<file path="config.mk">
export PLATFORM = sky130hd
export DESIGN_NAME = r2fft_ctrl
export DESIGN_NICKNAME = d
export VERILOG_FILES = /design/src/r2fft_pkg.sv /design/src/r2fft_ctrl.sv
export VERILOG_INCLUDE_DIRS = /design/src /design/src/src
export SDC_FILE = /design/constraint.sdc
export NUM_CORES = 1
export LEC_CHECK = 0
export CAP_MARGIN = 15
export CORE_ASPECT_RATIO = 1.4
export CORE_UTILIZATION = 50
export DETAILED_ROUTE_END_ITERATION = 8
export DONT_BUFFER_PORTS = 1
export PLACE_DENSITY = 0.75
export SYNTH_ARGS = -nofsm -noshare
export SYNTH_HDL_FRONTEND = slang
export SYNTH_SLANG_ARGS = --single-unit
export TNS_END_PERCENT = 50
</file>
<file path="constraint.sdc">
create_clock -name clk_i -period 3.6 [get_ports clk_i]
set_input_delay 0.36 -clock clk_i [delete_from_list [all_inputs] [get_ports clk_i]]
set_output_delay 0.36 -clock clk_i [all_outputs]
set_load 0.05 [all_outputs]
</file>
<file path="src/radix2_complex_fft_top_macros.svh">
// assertion macros for the radix-2 fft block
// users need clk_i and rst_ni in scope
`ifndef RADIX2_COMPLEX_FFT_TOP_MACROS_SVH
`define RADIX2_COMPLEX_FFT_TOP_MACROS_SVH

// same-cycle implication
`define R2F_ASSERT_NOW(lbl, ante, cons, msg) \
  lbl: assert property (@(posedge clk_i) disable iff (!rst_ni) (ante) |-> (cons)) \
    else $error(msg);

// next-cycle implication
`define R2F_ASSERT_NEXT(lbl, ante, cons, msg) \
  lbl: assert property (@(posedge clk_i) disable iff (!rst_ni) (ante) |=> (cons)) \
    else $error(msg);

`endif

</file>
<file path="src/r2fft_pkg.sv">
// shared types, constants and twiddle rom for the radix-2 fft block
// no dependencies
package r2fft_pkg;

  localparam int SAMPLE_W     = 16;
  localparam int DATA_W       = 22;
  localparam int BIN_W        = 6;
  localparam int LOG2_W       = 3;
  localparam int TW_IDX_W     = 5;
  localparam int ROM_LOG2_PTS = 6;
  localparam int ROM_FRAC     = 23;
  localparam int CFG_IDX_W    = 4;
  localparam int CFG_DATA_W   = 8;
  localparam int LOG2_RESET   = 6;

  typedef enum logic [CFG_IDX_W-1:0] {
    CFG_LOG2_SIZE    = 4'd0,
    CFG_INVERSE_MODE = 4'd1
  } cfg_reg_e;

  typedef enum logic [2:0] {
    WSEL_SAMPLE  = 3'd0,
    WSEL_RD_A    = 3'd1,
    WSEL_RD_B    = 3'd2,
    WSEL_SUM_TOP = 3'd3,
    WSEL_SUM_BOT = 3'd4
  } wsel_e;

  typedef struct packed {
    logic              wr_en;
    wsel_e             wsel;
    logic              rd_en;
    logic              out_load;
    logic              inverse;
    logic [LOG2_W-1:0] log2_size;
  } dp_cmd_t;

  // sin(k*pi/32) in q1.23, k = 0..16
  localparam int QUARTER_ROM [17] = '{
    0, 822227, 1636536, 2435084, 3210181, 3954362, 4660461, 5321677,
    5931642, 6484482, 6974873, 7398092, 7750063, 8027397, 8227423, 8348215,
    8388608
  };

  function automatic int rom_value(int k, int tw);
    int sh;
    int lim;
    int v;
    sh  = ROM_FRAC + 1 - tw;
    lim = (1 << (tw - 1)) - 1;
    if (sh == 0) begin
      v = QUARTER_ROM[k];
    end else begin
      v = (QUARTER_ROM[k] + (1 << (sh - 1))) >>> sh;
    end
    if (v > lim) begin
      v = lim;
    end
    return v;
  endfunction

  // cos(2*pi*e/64)
  function automatic int tw_cos(logic [TW_IDX_W-1:0] e, int tw);
    int ei;
    ei = int'(e);
    if (ei <= 16) begin
      return rom_value(16 - ei, tw);
    end
    return -rom_value(ei - 16, tw);
  endfunction

  // sin(2*pi*e/64)
  function automatic int tw_sin(logic [TW_IDX_W-1:0] e, int tw);
    int ei;
    ei = int'(e);
    if (ei <= 16) begin
      return rom_value(ei, tw);
    end
    return rom_value(32 - ei, tw);
  endfunction

endpackage

</file>
<file path="src/r2fft_ctrl.sv">
// controller: config registers, load/permute/butterfly/output sequencing
// depends on r2fft_pkg and radix2_complex_fft_top_macros.svh
`include "radix2_complex_fft_top_macros.svh"
module r2fft_ctrl #(
  parameter int AW = 6
) (
  input  logic                                  clk_i,
  input  logic                                  rst_ni,
  input  logic                                  cfg_valid_i,
  input  logic [r2fft_pkg::CFG_IDX_W-1:0]       cfg_index_i,
  input  logic [r2fft_pkg::CFG_DATA_W-1:0]      cfg_data_i,
  output logic                                  cfg_ready_o,
  input  logic                                  in_valid_i,
  output logic                                  in_stall_o,
  output logic                                  out_valid_o,
  input  logic                                  out_stall_i,
  output logic [r2fft_pkg::BIN_W-1:0]           bin_index_o,
  output logic                                  last_bin_o,
  output r2fft_pkg::dp_cmd_t                    cmd_o,
  output logic [AW-1:0]                         waddr_o,
  output logic [AW-1:0]                         raddr_a_o,
  output logic [AW-1:0]                         raddr_b_o,
  output logic [r2fft_pkg::TW_IDX_W-1:0]        tw_idx_o
);

  localparam int LW = r2fft_pkg::LOG2_W;

  typedef enum logic [12:0] {
    S_LOAD   = 13'b0000000000001,
    S_P_RD   = 13'b0000000000010,
    S_P_W1   = 13'b0000000000100,
    S_P_W2   = 13'b0000000001000,
    S_B_RD   = 13'b0000000010000,
    S_B_MUL  = 13'b0000000100000,
    S_B_TW   = 13'b0000001000000,
    S_B_SUM  = 13'b0000010000000,
    S_B_WA   = 13'b0000100000000,
    S_B_WB   = 13'b0001000000000,
    S_O_RD   = 13'b0010000000000,
    S_O_LD   = 13'b0100000000000,
    S_O_HOLD = 13'b1000000000000
  } state_e;

  state_e        state_q, state_d;
  logic [LW-1:0] log2_q;
  logic          inv_q;
  logic [AW-1:0] load_q, load_d, idx_q, idx_d;
  logic [LW-1:0] stage_q, stage_d;

  logic [LW-1:0] lg_eff;
  logic [AW:0]   n_full, h_full;
  logic [AW-1:0] last_idx, half_last, lo_mask, lo, top, bot, rev_idx;
  logic [r2fft_pkg::ROM_LOG2_PTS-1:0] e_full;
  logic          accept, frame_done;

  function automatic logic [AW-1:0] rev(logic [AW-1:0] v, logic [LW-1:0] lg);
    logic [AW-1:0] r;
    for (int i = 0; i < AW; i++) begin
      r[i] = v[AW-1-i];
    end
    return r >> (AW - int'(lg));
  endfunction

  // config registers
  always_ff @(posedge clk_i or negedge rst_ni) begin
    if (!rst_ni) begin
      log2_q <= LW'(r2fft_pkg::LOG2_RESET);
      inv_q  <= 1'b0;
    end else if (cfg_valid_i) begin
      if (cfg_index_i == r2fft_pkg::CFG_LOG2_SIZE) begin
        log2_q <= cfg_data_i[LW-1:0];
      end else if (cfg_index_i == r2fft_pkg::CFG_INVERSE_MODE) begin
        inv_q <= cfg_data_i[0];
      end
    end
  end

  assign cfg_ready_o = 1'b1;

  always_comb begin
    if (log2_q == '0) begin
      lg_eff = LW'(1);
    end else if (int'(log2_q) > AW) begin
      lg_eff = LW'(AW);
    end else begin
      lg_eff = log2_q;
    end
  end

  assign n_full    = (AW + 1)'(1) << lg_eff;
  assign last_idx  = AW'(n_full - 1'b1);
  assign half_last = AW'((n_full >> 1) - 1'b1);

  // butterfly addressing: insert a zero at bit stage-1 of the counter
  assign h_full  = (AW + 1)'(1) << (stage_q - 1'b1);
  assign lo_mask = AW'(h_full - 1'b1);
  assign lo      = idx_q & lo_mask;
  assign top     = AW'({idx_q & ~lo_mask, 1'b0}) | lo;
  assign bot     = top | AW'(h_full);
  assign e_full  = r2fft_pkg::ROM_LOG2_PTS'(lo)
                   << (LW'(r2fft_pkg::ROM_LOG2_PTS) - stage_q);
  assign tw_idx_o = e_full[r2fft_pkg::TW_IDX_W-1:0];
  assign rev_idx  = rev(idx_q, lg_eff);

  assign in_stall_o  = (state_q != S_LOAD);
  assign out_valid_o = (state_q == S_O_HOLD);
  assign bin_index_o = r2fft_pkg::BIN_W'(idx_q);
  assign last_bin_o  = (idx_q == last_idx);
  assign accept      = in_valid_i && (state_q == S_LOAD);
  assign frame_done  = accept && (((AW + 1)'(load_q) + 1'b1) >= n_full);

  always_comb begin
    state_d        = state_q;
    load_d         = load_q;
    idx_d          = idx_q;
    stage_d        = stage_q;
    cmd_o          = '0;
    cmd_o.wsel     = r2fft_pkg::WSEL_SAMPLE;
    cmd_o.inverse  = inv_q;
    cmd_o.log2_size = lg_eff;
    waddr_o        = load_q;
    raddr_a_o      = idx_q;
    raddr_b_o      = rev_idx;
    unique case (state_q)
      S_LOAD: begin
        if (accept) begin
          cmd_o.wr_en = 1'b1;
          if (frame_done) begin
            load_d  = '0;
            idx_d   = '0;
            state_d = S_P_RD;
          end else begin
            load_d = load_q + 1'b1;
          end
        end
      end
      S_P_RD: begin
        if (rev_idx > idx_q) begin
          cmd_o.rd_en = 1'b1;
          state_d     = S_P_W1;
        end else if (idx_q == last_idx) begin
          idx_d   = '0;
          stage_d = LW'(1);
          state_d = S_B_RD;
        end else begin
          idx_d = idx_q + 1'b1;
        end
      end
      S_P_W1: begin
        cmd_o.wr_en = 1'b1;
        cmd_o.wsel  = r2fft_pkg::WSEL_RD_B;
        waddr_o     = idx_q;
        state_d     = S_P_W2;
      end
      S_P_W2: begin
        cmd_o.wr_en = 1'b1;
        cmd_o.wsel  = r2fft_pkg::WSEL_RD_A;
        waddr_o     = rev_idx;
        if (idx_q == last_idx) begin
          idx_d   = '0;
          stage_d = LW'(1);
          state_d = S_B_RD;
        end else begin
          idx_d   = idx_q + 1'b1;
          state_d = S_P_RD;
        end
      end
      S_B_RD: begin
        cmd_o.rd_en = 1'b1;
        raddr_a_o   = top;
        raddr_b_o   = bot;
        state_d     = S_B_MUL;
      end
      S_B_MUL: state_d = S_B_TW;
      S_B_TW:  state_d = S_B_SUM;
      S_B_SUM: state_d = S_B_WA;
      S_B_WA: begin
        cmd_o.wr_en = 1'b1;
        cmd_o.wsel  = r2fft_pkg::WSEL_SUM_TOP;
        waddr_o     = top;
        state_d     = S_B_WB;
      end
      S_B_WB: begin
        cmd_o.wr_en = 1'b1;
        cmd_o.wsel  = r2fft_pkg::WSEL_SUM_BOT;
        waddr_o     = bot;
        if (idx_q == half_last) begin
          idx_d = '0;
          if (stage_q == lg_eff) begin
            state_d = S_O_RD;
          end else begin
            stage_d = stage_q + 1'b1;
            state_d = S_B_RD;
          end
        end else begin
          idx_d   = idx_q + 1'b1;
          state_d = S_B_RD;
        end
      end
      S_O_RD: begin
        cmd_o.rd_en = 1'b1;
        state_d     = S_O_LD;
      end
      S_O_LD: begin
        cmd_o.out_load = 1'b1;
        state_d        = S_O_HOLD;
      end
      S_O_HOLD: begin
        if (!out_stall_i) begin
          if (idx_q == last_idx) begin
            idx_d   = '0;
            state_d = S_LOAD;
          end else begin
            idx_d   = idx_q + 1'b1;
            state_d = S_O_RD;
          end
        end
      end
      default: state_d = S_LOAD;
    endcase
  end

  always_ff @(posedge clk_i or negedge rst_ni) begin
    if (!rst_ni) begin
      state_q <= S_LOAD;
      load_q  <= '0;
      idx_q   <= '0;
      stage_q <= '0;
    end else begin
      state_q <= state_d;
      load_q  <= load_d;
      idx_q   <= idx_d;
      stage_q <= stage_d;
    end
  end

  `R2F_ASSERT_NOW(a_no_load_while_emit, out_valid_o, in_stall_o, "input open while emitting")
  `R2F_ASSERT_NEXT(a_frame_starts_perm, frame_done, state_q == S_P_RD, "frame end missed")
  `R2F_ASSERT_NEXT(a_last_returns_load, out_valid_o && last_bin_o && !out_stall_i, !in_stall_o && !out_valid_o, "no return to load")
  `R2F_ASSERT_NOW(a_bfly_pair_order, state_q == S_B_RD, bot > top, "butterfly pair misordered")

endmodule

</file>
-- After elaboration in Yosys (flattened, before gate mapping)
Index checks and enable logic that the tools add are counted.
- bits in registers: 32
- bits of input ports: 17
- output and inout bits: 43
- logic and storage cells: 102
- add/sub/neg operators: 10
- order comparisons: 3
- eq/ne operators: 25
- shift-type cells: 4
- mux-type cells: 34
- bitwise operators: 6
- reduce and logical (&&, ||, !) cells: 14
- operators with widths (cell ; number):
    $pmux W13 S13 ; 1
    $mux W13 ; 6
    $mux W6 ; 9
    $shr A6 B32 Y6 ; 1
    $pmux W6 S5 ; 1
    $pmux W6 S4 ; 1
    $mux W11 ; 2
    $mux W3 ; 6
    $sub A6 B1 Y6 const B ; 3
    $eq A13 B1 Y1 const B ; 1
    $eq A13 B10 Y1 const B ; 1
    $eq A13 B11 Y1 const B ; 1
    $eq A13 B12 Y1 const B ; 1
    $eq A13 B13 Y1 const B ; 1
    $eq A13 B2 Y1 const B ; 1
    $eq A13 B3 Y1 const B ; 1
    $eq A13 B4 Y1 const B ; 1
    $eq A13 B5 Y1 const B ; 1
    $eq A13 B6 Y1 const B ; 1
    $eq A13 B7 Y1 const B ; 1
    $eq A13 B8 Y1 const B ; 1
    $eq A13 B9 Y1 const B ; 1
    $ne A13 B1 Y1 const B ; 1
    $add A6 B1 Y6 const B ; 2
    37 further kinds ; 50

-- Depth between registers and ports, before layout
- depth in word-level cells: 9
- depth in mapped cells: 19

-- Worst setup path after synthesis
OpenSTA, ideal clock, no wires.
- path type: register to register
- from: register log2_q[1]
- to: register stage_q[1]
- library setup time: 0.132 ns
- data arrival time: 4.605 ns
- data required time: 3.468 ns
- slack: -1.137 ns
- cell stages (with the launch flop): 16
- path buffers: 1
- clock period less this slack: 4.737 ns
- path through: dfstp_2 nor2b_1 a21o_1 clkbuf_1 inv_1 ha_1 nand2_1 ha_1 nand2_1 mux2i_1 a211o_1 xnor2_1 nor3_1 o211a_1 o21ai_0 mux2i_1
- RTL lines (item ; RTL line ; source):
    start: declaration ; r2fft_ctrl.sv:45 ; logic [LW-1:0] log2_q;
    start signal: assignment ; r2fft_ctrl.sv:67 ; log2_q <= LW'(r2fft_pkg::LOG2_RESET);
    start signal: assignment ; r2fft_ctrl.sv:71 ; log2_q <= cfg_data_i[LW-1:0];
    end signal: assignment ; r2fft_ctrl.sv:233 ; stage_q <= stage_d;
    end: declaration ; r2fft_ctrl.sv:48 ; logic [LW-1:0] stage_q, stage_d;

==> flow_summary.json <==
{
  "run_status": "finished with violations",
  "failed_checks": "negative setup slack",
  "finalPower_w": 0.00306,
  "mean_cell_area_of_the_mapped_netlist_um2": 7.63,
  "holdWs_ns": 0.177,
  "stdcell_count": 623,
  "timing.rr.end": "bin_index_o[3]",
  "power.density_cell_area_nw_per_um2": 666,
  "startpoint_type": "register",
  "max_slew_margin_pct": 23.5,
  "rows": 36,
  "worstRegToRegCells": 17,
  "reg2reg_from": "log2_q[1]",
  "fin_util_pct": 66.2,
  "cts_root_cell": "sky130_fd_sc_hd__clkbuf_8",
  "average_vias_per_placed_instance": 5.97,
  "synth_async_sr_flop_share_pct": 100,
  "setup_violations": 7,
  "worst-path-max-fanout": 7,
  "timing.setup.critical_path_class": "register to output pin",
  "timing.critical_path.to_type": "output pin",
  "final_worst_slack_ns": -0.223,
  "cts_htree_levels": 2,
  "critical_path_arrival_ns": 3.46,
  "initial_utilization_pct": 51.5,
  "maximum_number_of_pins_on_one_net_before_global_route_repair": 33,
  "die_area_um2": 7490,
  "tritoncts_num_sinks": 32,
  "share_of_yosys_cell_area_claimed_by_the_top_area_cell_type_pct": 20.3,
  "grt_antenna_before_repair": 0,
  "tmin_final_ns": 3.82,
  "remaining_antenna_violation_count": 0,
  "place.detailed.hpwl_um": 8090,
  "detail_route.wirelength_um": 10600,
  "clockBufferDepth": 2,
  "worst_setup_hold_path_clk_slew_ns": 0.07,
  "numCtsBuffers": 5,
  "setup.worst_path.start": "log2_q[1]",
  "synth-seq-cells": 32,
  "grt_pass1_wl_um": 17100,
  "design.portCount": 60,
  "synth_edf_count": 0,
  "drt_pre_antenna_iters": 5,
  "timing.hold.worst_path_depth": 2,
  "max_freq_ghz": 0.262,
  "port-buffer-count": 0,
  "fp.dieH_um": 102,
  "place_congestion": 0.992,
  "max_cap_violations": 0,
  "n_antenna_cell": 0,
  "area_growth_syn_to_layout_pct": 28.6,
  "setup.worst_path.end": "cmd_o[5]",
  "worst_pin_slew_ns": 1.14,
  "final_net_count": 575,
  "p_leak_nw": 2.06,
  "detailroute.via_count": 3722,
  "drt_drc_violations_left": 0,
  "fin_skew_ns": 0.00886,
  "placed_cells": 608,
  "rrSetupSlack_ns": -0.09,
  "insertion_delay_ns": 0.29,
  "synth.top_cells.by_count": "sky130_fd_sc_hd__nand2_1 (59), sky130_fd_sc_hd__nor2_1 (38), sky130_fd_sc_hd__o21ai_0 (32)",
  "synth.yosys.warnings": 0,
  "maxSlewViolCount": 0,
  "dominant_cell_type_by_area_after_synthesis": "sky130_fd_sc_hd__dfrtp_1",
  "syn-cell-area_um2": 3570,
  "layout-drive-gt1-share_pct": 26.1,
  "design.core.area_um2": 6940,
  "grt_pass1_vias": 3645,
  "ir_drop_v": 0.000326,
  "hp-class": "primary input to register",
  "ys_dominant_reg_cell": "sky130_fd_sc_hd__dfrtp_1",
  "final_min_period_over_clock_period_pct": 106,
  "syn-num-nets": 516,
  "unrepaired_setup_endpoints_after_global_routing": "true",
  "grt-ovfl-total": 0,
  "synth.top_cells.by_area": "sky130_fd_sc_hd__dfrtp_1 (20%), sky130_fd_sc_hd__ha_1 (11%), sky130_fd_sc_hd__nand2_1 (6.2%)",
  "detail_route.iter0.violations": 202,
  "tritoncts_clock_tree": "yes",
  "routedWlPerCell_um": 17.1,
  "die_boundary_width_um": 73.4,
  "synth.most_common_cell": "sky130_fd_sc_hd__nand2_1",
  "sequential_to_total_area_share_from_yosys_stat_pct": 22.5,
  "synthesis.instances": 468,
  "finalHoldViolCount": 0,
  "ys_types": 69,
  "required_ns": 3.24,
  "gr-usage-all-layers_pct": 29.7
}
[how the worst min path moves through the flow]
| stage | endpoint | startpoint |
|---|---|---|
| floorplan | bin_index_o[0] | rst_ni |
| CTS | log2_q[1] | cfg_data_i[1] |
| finish | log2_q[1] | cfg_data_i[1] |
| global placement | state_q[7] | rst_ni |
| global route | log2_q[1] | cfg_data_i[1] |
| detailed placement | state_q[6] | rst_ni |
[sequential cells by signal (all words and copies together), names as in the netlist]
name         cells
state_q         13
bin_index_o      6
load_q           6
log2_q           3
stage_q          3
inv_q            1
[cells by family (layout without fill, tap and decap cells)]
family / Yosys count / count (layout) / synth area share [%]
and+or+nand+nor: 200 / 200 / 28.5
AOI/OAI and AO/OA: 119 / 119 / 22.4
buffers and inverters: 45 / 105 / 5.12
DFF: 32 / 32 / 22.5
adders and majority gates: 31 / 31 / 10.9
xor gates and xnor gates: 29 / 29 / 7.33
muxes: 11 / 11 / 3.19
other: 1 / 1 / 0.105
[cells in the final DEF, fill, tap and decap left out, drive strengths merged, types with 3 or more instances in the layout]
cell     n
nand3   13
and2     6
clkbuf   6
a31oi    6
ha      31
xor2     9
o41ai    5
a21oi   27
o21ai   35
o211ai   3
nand2b  15
xnor2   20
mux2     3
or3      4
nor4b    3
a21o     5
nor3    19
a211oi   4
buf     72
o31ai    5
nor4     3
nand2   60
a22oi    3
nand4    9
nor2b    9
mux2i    8
nor3b    5
or2      3
o21a     3
dfrtp   29
nor2    38
or4      6
clkinv   4
inv     20
and3     3
dfstp    3
[cell type report]
class | count | area [µm²]
Multi-Input combinational cell | 391 | 2830
Clock buffer | 6 | 72.6
Clock inverter | 2 | 35.0
Fill cell | 600 | 2350
Sequential cell | 32 | 806
Inverter | 24 | 93.8
Tap cell | 95 | 119
Timing Repair Buffer | 73 | 638
[report_power, final]
group	switching (W)	leakage, nW	internal, W
logic	0.00131	1.57	0.000871
registers	0.0000982	0.426	0.000422
clock network	0.000152	0.0552	0.000206
[what timing repair did]
item | in CTS | in global routing
endpoints found under the hold margin | 32 | 0
buffers inserted | 4 | 1
endpoints found under the setup margin | 8 | 19
gates resized for setup | 13 | 13
pin swaps | 4 | 1
hold buffers | 2 | 0
[per-layer routing]
metal	part of all wire (%)	GRT usage (%)	wire length, µm	vias up
met5	0	0	0	-
met4	5.7	17.9	602	0
met3	5.2	5.33	557	49
met2	50	51.0	5350	129
met1	39	34.1	4140	1740
li1	-	-	-	1804
[critical path, stage by stage (launching register included)]
cell and delay (ns):
sky130_fd_sc_hd__dfstp_2 0.56, sky130_fd_sc_hd__nor2b_4 0.14, sky130_fd_sc_hd__a21o_1 0.15, sky130_fd_sc_hd__clkinvlp_4 0.15, sky130_fd_sc_hd__ha_4 0.20, sky130_fd_sc_hd__xor2_4 0.21, sky130_fd_sc_hd__buf_4 0.18, sky130_fd_sc_hd__nand4_1 0.11
sky130_fd_sc_hd__inv_1 0.08, sky130_fd_sc_hd__ha_4 0.27, sky130_fd_sc_hd__nand2_1 0.08, sky130_fd_sc_hd__o41ai_4 0.31, sky130_fd_sc_hd__a31o_2 0.17, sky130_fd_sc_hd__o22a_1 0.20, sky130_fd_sc_hd__o2111ai_4 0.15, sky130_fd_sc_hd__nand2_4 0.20
[through the flow]
step	cell area, µm²	TNS, ns	setup WS (ns)
finish	4590	-0.571	-0.223
global route	4590	-2.89	-0.403
global placement	4300	0	0.0189
detailed placement	4300	-0.146	-0.0788
CTS	4550	-0.326	-0.162
floorplan	3710	-3.12	-0.287
Note: power is estimated with default switching activity, not from simulation.
